**src/hdl/mexp_pkg.sv**
```systemverilog
package mexp_pkg;
   localparam int ModWidth = 32;
   localparam int CntWidth = $clog2(ModWidth);
   localparam int AddrWidth = 3;

   localparam logic [AddrWidth-1:0] AddrExponent = 3'd0;
   localparam logic [AddrWidth-1:0] AddrModulus  = 3'd4;

   typedef enum logic [1:0] {
      OP_REDUCE,
      OP_MULMOD
   } op_type;

   typedef struct packed {
      logic   load;
      logic   start;
      op_type op;
      logic   use_base;
      logic   set_one;
      logic   set_zero;
   } cmd_type;

   typedef struct packed {
      logic busy;
   } status_type;
endpackage

```
**src/hdl/mexp_datapath.sv**
```systemverilog
module mexp_datapath (
   input  logic                             clock,
   input  logic                             reset,
   input  mexp_pkg::cmd_type                cmd,
   output mexp_pkg::status_type             status,
   input  logic [mexp_pkg::ModWidth-1:0]    base_in,
   input  logic [mexp_pkg::ModWidth-1:0]    modulus,
   output logic [mexp_pkg::ModWidth-1:0]    acc_out
);
   localparam int W = mexp_pkg::ModWidth;

   logic [W-1:0] acc_ff, acc_in;
   logic [W-1:0] base_ff, base_in_nx;
   logic [W-1:0] prod_ff, prod_in;
   logic [W-1:0] mult_ff, mult_in;
   logic [W-1:0] a_ff, a_in;
   logic [mexp_pkg::CntWidth-1:0] cnt_ff, cnt_in;
   logic busy_ff, busy_in;
   mexp_pkg::op_type op_ff, op_in;

   logic [W:0] dbl, dbl_red, add_sum, add_red, rem_sh, rem_sub;
   logic [W-1:0] prod_step;

   always_comb begin
      // shift-and-add modular multiply, MSB first
      dbl       = {prod_ff, 1'b0};
      dbl_red   = (dbl >= {1'b0, modulus}) ? dbl - {1'b0, modulus} : dbl;
      add_sum   = dbl_red + {1'b0, a_ff};
      add_red   = (add_sum >= {1'b0, modulus}) ? add_sum - {1'b0, modulus} : add_sum;
      prod_step = mult_ff[W-1] ? add_red[W-1:0] : dbl_red[W-1:0];
      // restoring remainder, one bit per cycle
      rem_sh    = {prod_ff, mult_ff[W-1]};
      rem_sub   = (rem_sh >= {1'b0, modulus}) ? rem_sh - {1'b0, modulus} : rem_sh;
   end

   always_comb begin
      acc_in     = acc_ff;
      base_in_nx = base_ff;
      prod_in    = prod_ff;
      mult_in    = mult_ff;
      a_in       = a_ff;
      cnt_in     = cnt_ff;
      busy_in    = busy_ff;
      op_in      = op_ff;
      if (cmd.load) begin
         base_in_nx = base_in;
      end
      if (cmd.set_one) begin
         acc_in = {{(W-1){1'b0}}, 1'b1};
      end
      if (cmd.set_zero) begin
         acc_in = '0;
      end
      if (cmd.start) begin
         busy_in = 1'b1;
         op_in   = cmd.op;
         cnt_in  = '0;
         prod_in = '0;
         if (cmd.op == mexp_pkg::OP_REDUCE) begin
            mult_in = base_ff;
         end else begin
            mult_in = cmd.use_base ? base_ff : acc_ff;
         end
         a_in = acc_ff;
      end else if (busy_ff) begin
         if (op_ff == mexp_pkg::OP_REDUCE) begin
            prod_in = rem_sub[W-1:0];
         end else begin
            prod_in = prod_step;
         end
         mult_in = {mult_ff[W-2:0], 1'b0};
         cnt_in  = cnt_ff + 1'b1;
         if (cnt_ff == mexp_pkg::CntWidth'(W-1)) begin
            busy_in = 1'b0;
            if (op_ff == mexp_pkg::OP_REDUCE) begin
               base_in_nx = rem_sub[W-1:0];
            end else begin
               acc_in = prod_step;
            end
         end
      end
   end

   always_ff @(posedge clock) begin
      if (reset) begin
         busy_ff <= 1'b0;
         cnt_ff  <= '0;
         op_ff   <= mexp_pkg::OP_REDUCE;
      end else begin
         busy_ff <= busy_in;
         cnt_ff  <= cnt_in;
         op_ff   <= op_in;
      end
      acc_ff  <= acc_in;
      base_ff <= base_in_nx;
      prod_ff <= prod_in;
      mult_ff <= mult_in;
      a_ff    <= a_in;
   end

   assign status.busy = busy_ff;
   assign acc_out     = acc_ff;
endmodule

```
**src/hdl/mexp_control.sv**
```systemverilog
module mexp_control (
   input  logic                          clock,
   input  logic                          reset,
   input  logic                          req_valid,
   output logic                          req_stall,
   output logic                          rsp_valid,
   input  logic                          rsp_stall,
   input  logic [mexp_pkg::ModWidth-1:0] exponent,
   input  logic [mexp_pkg::ModWidth-1:0] modulus,
   input  mexp_pkg::status_type          status,
   output mexp_pkg::cmd_type             cmd,
   output logic                          capture
);
   typedef enum logic [2:0] {
      S_IDLE,
      S_REDUCE,
      S_SQUARE,
      S_MULT,
      S_NEXT,
      S_DONE
   } state_type;

   state_type state_ff, state_in;
   logic [mexp_pkg::CntWidth-1:0] bit_ff, bit_in;
   logic rsp_valid_ff, rsp_valid_in;
   logic launched_ff, launched_in;
   logic req_take;

   assign req_take  = req_valid && !req_stall;
   assign req_stall = (state_ff != S_IDLE);
   assign rsp_valid = rsp_valid_ff;

   always_comb begin
      state_in     = state_ff;
      bit_in       = bit_ff;
      rsp_valid_in = rsp_valid_ff && rsp_stall;
      launched_in  = launched_ff;
      cmd          = '0;
      capture      = 1'b0;
      case (state_ff)
         S_IDLE: begin
            if (req_take) begin
               cmd.load = 1'b1;
               if (exponent == '0) begin
                  cmd.set_one = 1'b1;
                  state_in    = S_DONE;
               end else if (modulus < mexp_pkg::ModWidth'(2)) begin
                  cmd.set_zero = 1'b1;
                  state_in     = S_DONE;
               end else begin
                  cmd.set_one = 1'b1;
                  launched_in = 1'b0;
                  bit_in      = mexp_pkg::CntWidth'(mexp_pkg::ModWidth-1);
                  state_in    = S_REDUCE;
               end
            end
         end
         S_REDUCE, S_SQUARE, S_MULT: begin
            if (!launched_ff) begin
               cmd.start    = 1'b1;
               cmd.op       = (state_ff == S_REDUCE) ? mexp_pkg::OP_REDUCE
                                                     : mexp_pkg::OP_MULMOD;
               cmd.use_base = (state_ff == S_MULT);
               launched_in  = 1'b1;
            end else if (!status.busy) begin
               launched_in = 1'b0;
               if (state_ff == S_SQUARE && exponent[bit_ff]) begin
                  state_in = S_MULT;
               end else if (state_ff == S_REDUCE) begin
                  state_in = S_SQUARE;
               end else begin
                  state_in = S_NEXT;
               end
            end
         end
         S_NEXT: begin
            if (bit_ff == '0) begin
               state_in = S_DONE;
            end else begin
               bit_in   = bit_ff - 1'b1;
               state_in = S_SQUARE;
            end
         end
         S_DONE: begin
            if (!rsp_valid_ff || !rsp_stall) begin
               capture      = 1'b1;
               rsp_valid_in = 1'b1;
               state_in     = S_IDLE;
            end
         end
         default: state_in = S_IDLE;
      endcase
   end

   always_ff @(posedge clock) begin
      if (reset) begin
         state_ff     <= S_IDLE;
         bit_ff       <= '0;
         rsp_valid_ff <= 1'b0;
         launched_ff  <= 1'b0;
      end else begin
         state_ff     <= state_in;
         bit_ff       <= bit_in;
         rsp_valid_ff <= rsp_valid_in;
         launched_ff  <= launched_in;
      end
   end
endmodule

```
**src/hdl/modular_exponentiation_core.sv**
```systemverilog
// When exponent is nonzero and modulus >= 2, the base is first reduced modulo the modulus,
// then each exponent bit costs a modular square, a modular multiply when the bit is set, and
// a step through S_NEXT; each modular product or reduction is a launch, bit-serial steps over
// the 32 modulus bits and a hand-back. The result is set directly when exponent is zero or
// modulus < 2. One request in flight; the next is taken the cycle after the result enters the output register.
// Synchronous active-high reset: exponent 1, modulus 2, no result pending.
module modular_exponentiation_core (
   input  logic                          clock,
   input  logic                          reset,
   input  logic                          req_valid,
   output logic                          req_stall,
   input  logic [mexp_pkg::ModWidth-1:0] req_base_value,
   output logic                          rsp_valid,
   input  logic                          rsp_stall,
   output logic [mexp_pkg::ModWidth-1:0] rsp_power_result,
   input  logic                          psel,
   input  logic                          penable,
   input  logic                          pwrite,
   input  logic [mexp_pkg::AddrWidth-1:0] paddr,
   input  logic [31:0]                   pwdata,
   output logic [31:0]                   prdata,
   output logic                          pready
);
   logic [31:0] exponent_ff, modulus_ff;
   logic [31:0] result_ff;
   logic wr;
   logic capture;
   mexp_pkg::cmd_type    cmd;
   mexp_pkg::status_type status;
   logic [31:0] acc;

   assign pready = 1'b1;
   assign wr = psel && penable && pwrite;

   always_ff @(posedge clock) begin
      if (reset) begin
         exponent_ff <= 32'd1;
         modulus_ff  <= 32'd2;
      end else if (wr) begin
         if (paddr == mexp_pkg::AddrExponent) exponent_ff <= pwdata;
         if (paddr == mexp_pkg::AddrModulus)  modulus_ff  <= pwdata;
      end
   end

   always_comb begin
      case (paddr)
         mexp_pkg::AddrExponent: prdata = exponent_ff;
         mexp_pkg::AddrModulus:  prdata = modulus_ff;
         default:                prdata = '0;
      endcase
   end

   mexp_control u_control (
      .clock, .reset, .req_valid, .req_stall, .rsp_valid, .rsp_stall,
      .exponent(exponent_ff), .modulus(modulus_ff), .status, .cmd, .capture
   );

   mexp_datapath u_datapath (
      .clock, .reset, .cmd, .status, .base_in(req_base_value),
      .modulus(modulus_ff), .acc_out(acc)
   );

   always_ff @(posedge clock) begin
      if (capture) result_ff <= acc;
   end
   assign rsp_power_result = result_ff;

   a_no_take_busy: assert property (@(posedge clock) disable iff (reset)
      status.busy |-> req_stall) else $error("request taken mid-computation");
   a_hold_result: assert property (@(posedge clock) disable iff (reset)
      rsp_valid && rsp_stall |=> $stable(rsp_power_result))
      else $error("stalled result changed");
   a_capture_free: assert property (@(posedge clock) disable iff (reset)
      capture |-> !(rsp_valid && rsp_stall)) else $error("result overwritten");
endmodule

```
**config.mk**
```make
export PLATFORM = sky130hd
export DESIGN_NAME = modular_exponentiation_core
export DESIGN_NICKNAME = d
export VERILOG_FILES = /design/src/hdl/mexp_pkg.sv /design/src/hdl/mexp_datapath.sv /design/src/hdl/mexp_control.sv /design/src/hdl/modular_exponentiation_core.sv
export SDC_FILE = /design/constraint.sdc
export NUM_CORES = 1
export LEC_CHECK = 0
export BUFFER_PORTS_ARGS = -buffer_cell sky130_fd_sc_hd__buf_2
export CAP_MARGIN = 20
export CORE_ASPECT_RATIO = 1.5
export CORE_MARGIN = 2
export CORE_UTILIZATION = 55
export CTS_CLUSTER_DIAMETER = 150
export DETAILED_ROUTE_END_ITERATION = 8
export PLACE_DENSITY = 0.77
export SKIP_LAST_GASP = 1
export SLEW_MARGIN = 30
export SYNTH_ARGS = -nofsm -noshare
export SYNTH_HDL_FRONTEND = slang
export SYNTH_HIERARCHICAL = 1
export SYNTH_SLANG_ARGS = --single-unit
```
**constraint.sdc**
```tcl
create_clock -name clock -period 6.8 [get_ports clock]
set_clock_uncertainty 0.1 [all_clocks]
set_input_delay 1.36 -clock clock [delete_from_list [all_inputs] [get_ports clock]]
set_output_delay 1.36 -clock clock [all_outputs]
set_load 0.03 [all_outputs]
```
==> results by group <==
GRT
  – Total GRT Usage: 40.44%
  – Largest net degree at the start of global routing: 88
  – Grt ovf: 0
  – Global-route wire length before repair: 112.3 mm
  – Initial antenna violation count: 0
  – Vias in the first global route: 19970

Critical path
  – Crit path max-delay family: compound AO/OA/AOI/OAI gates
  – Startpoint Class: flip-flop
  – Crit path capture type: flip-flop
  – Slowest Stage Delay on Critical Path: 0.46 ns
  – Crit path from: u_datapath/prod_ff[18]
  – CP max-delay cell: dfxtp_1
  – Worst reg2reg path depth: 31
  – CP Depth: 31
  – Data arrival time of the worst path: 7.31 ns
  – Crit path max fanout: 10
  – WP buf/inv: 7
  – CP dominant cell by count: buf_12
  – WS Path Type: reg -> reg
  – Reg2reg start: u_datapath/prod_ff[18]
  – Worst endpoint required time: 7.15 ns

Yosys
  – Post-synth EDFFs: 96
  – Ys async rst share: 0%
  – Yosys cell types: 95
  – Synth area leader: dfxtp_1
  – Synthesized flop and latch total: 274
  – Post-synthesis sequential area ratio: 33.70%
  – Avg Cell Area, Syn: 8.710 um2
  – Cell area after synthesis: 0.01913 mm2
  – Prevailing post-synth register cell: dfxtp_1
  – YS warnings: 6
  – Gate Count Post-Synth: 2196
  – Syn nets: 2374
  – Area share of the largest cell type after synthesis: 18.63%
  – Top post-synthesis cells by area: dfxtp_1, edfxtp_1, mux2i_1

Route
  – Vias: 20160
  – Routed Antenna Nets: 0
  – Post-Route WL: 76.50 mm
  – Vias per Instance: 6.269
  – Initial DRC Count: 1853
  – Post-route DRC: 0
  – First-pass DRT Iterations: 6
  – DR WL/cell: 23.79 um

Floorplan
  – Initial Util: 55.81%
  – Die X: 156.3 um
  – Die Area: 0.03632 mm2
  – # IOs: 141
  – Core area: 0.03427 mm2
  – Die Ht: 232.4 um
  – # rows: 83

Timing
  – Max Freq: 143.7 MHz
  – Hold Vio Cnt, Final: 0
  – Slew margin rel.: 35.15%
  – Worst setup margin: -0.1607 ns
  – Final Setup Violations: 35
  – Unrepaired setup endpoints after global routing: yes
  – Setup TNS: -2.315 ns
  – Final Max Slew Viols: 0
  – Final period util: 102.4%
  – Slew at the pin with the worst max-slew slack: 0.9727 ns
  – Minimum clock period: 6.961 ns

CTS
  – Hold Buf Count CTS: 0
  – Clk sinks: 274
  – CTS Buf Count: 27
  – Clk slew on worst S/H paths: 0.07 ns
  – CTS max path bufs: 3
  – CTS tree: done
  – H-tree depth: 1
  – Clk root buf: clkbuf_16
  – Worst skew pair latency: 0.57 ns

Worst hold path
  – Min-delay src: u_datapath/acc_out[20]
  – Worst Hold Class: reg -> reg
  – Hold depth: 0

Status
  – Outcome: complete, but fails checks
  – Violated checks: negative setup slack

Finish
  – Area of the multi-input gates: 0.01315 mm2
  – Most frequent cells in the layout: buf_4, nor2_1, dfxtp_1, nand2_1, a21oi_1
  – # nets final: 2949
  – Fill count: 2319
  – Layout cell share with drive strength beyond 1: 36.26%
  – N_diodes: 0
  – Commonest non-fill, non-tap cell in the layout: buf_4
  – Layout area overhead: 37.27%
  – Design area: 0.02626 mm2
  – Final core utilization: 76.61%
  – Register Area: 0.006465 mm2

Place
  – GPL Wtd Cong: 1.058
  – Area of placed instances: 0.02355 mm2
  – Hpwl dp: 57.91 mm
  – Port bufs: 139

Run
  – MaxCap Viol Count: 0
-- per-layer routing --
| layer | track usage [%] | vias to the layer above | part of all wire [%] |
|---|---|---|---|
| li1 | - | 9141 | - |
| met1 | 48.53 | 9602 | 38 |
| met2 | 69.92 | 1144 | 48 |
| met3 | 4.135 | 273 | 7.3 |
| met4 | 23.62 | 0 | 7.4 |
| met5 | 0 | - | 0 |
-- kinds of logic after synthesis --
| kind of cell | synth area share [%] |
|---|---|
| DFF | 33.70 |
| adders and majority gates | 6.960 |
| AOI/OAI and AO/OA | 21.82 |
| and+or+nand+nor | 16.84 |
| muxes | 10.32 |
| other | 0.03926 |
| buffers and inverters | 4.971 |
| xor gates and xnor gates | 5.357 |
-- synth_stat cells, types with 31 or more instances --
master	number
nor2_1	179
nand2b_1	111
nor3_1	36
inv_1	83
a21oi_1	199
edfxtp_1	96
o21ai_0	156
mux2i_1	142
nand4_1	31
xnor2_1	69
a22o_1	50
ha_1	100
a21o_1	73
dfxtp_1	178
clkbuf_1	78
nand2_1	169
mux2_2	32
xor2_1	48
-- per-stage QoR --
| stage | cells | hold slack, ns | setup slack (ns) |
|---|---|---|---|
| 3_5_place_dp | 3126 | 0.3797 | -0.9690 |
| 6_report | 3216 | 0.3926 | -0.1607 |
| 4_1_cts | 3192 | 0.3969 | -0.07609 |
| 3_3_place_gp | 3125 | 0.3684 | -0.8894 |
| 5_1_grt | 3216 | 0.4073 | -0.3888 |
| 2_1_floorplan | 2196 | 0.3377 | 0.04959 |
-- repair_timing --
item	CTS	global route
gates resized for setup	180	136
gates cloned	3	0
buffers inserted	16	26
pin swaps	54	65
setup endpoints to repair	64	64
-- registers in the layout, indices dropped and copies added, names as in the netlist --
signal                 flops
u_datapath/cnt_ff          5
u_control/rsp_valid        1
u_datapath/acc_out        32
u_datapath/op_ff           2
u_control/launched_ff      1
u_control/bit_ff           5
rsp_power_result          32
u_datapath/base_ff        32
u_datapath/status          1
exponent_ff               32
u_datapath/a_ff           32
u_datapath/prod_ff        32
u_datapath/mult_ff        32
modulus_ff                32
u_control/state_ff         3
-- final cells by class --
class,count,area share [%]
flip-flops and latches,274,24.62
well taps,425,2.025
repair buffers,677,18.72
inverters,84,1.206
multi-input cells,1707,50.07
clock buffers,29,2.640
clock inverters,20,0.7101
-- path summary, 6_finish.rpt --
check / end / slack (ns)
setup reg to reg: u_datapath/prod_ff[1] / -0.16
hold reg to reg: rsp_power_result[20] / 0.39
hold / removal: rsp_power_result[20] / 0.39
setup / recovery: u_datapath/prod_ff[1] / -0.16
Power is left out: the tool's default activity adds up to more than one toggle a clock period on the data nets, which glitch-free logic cannot reach.
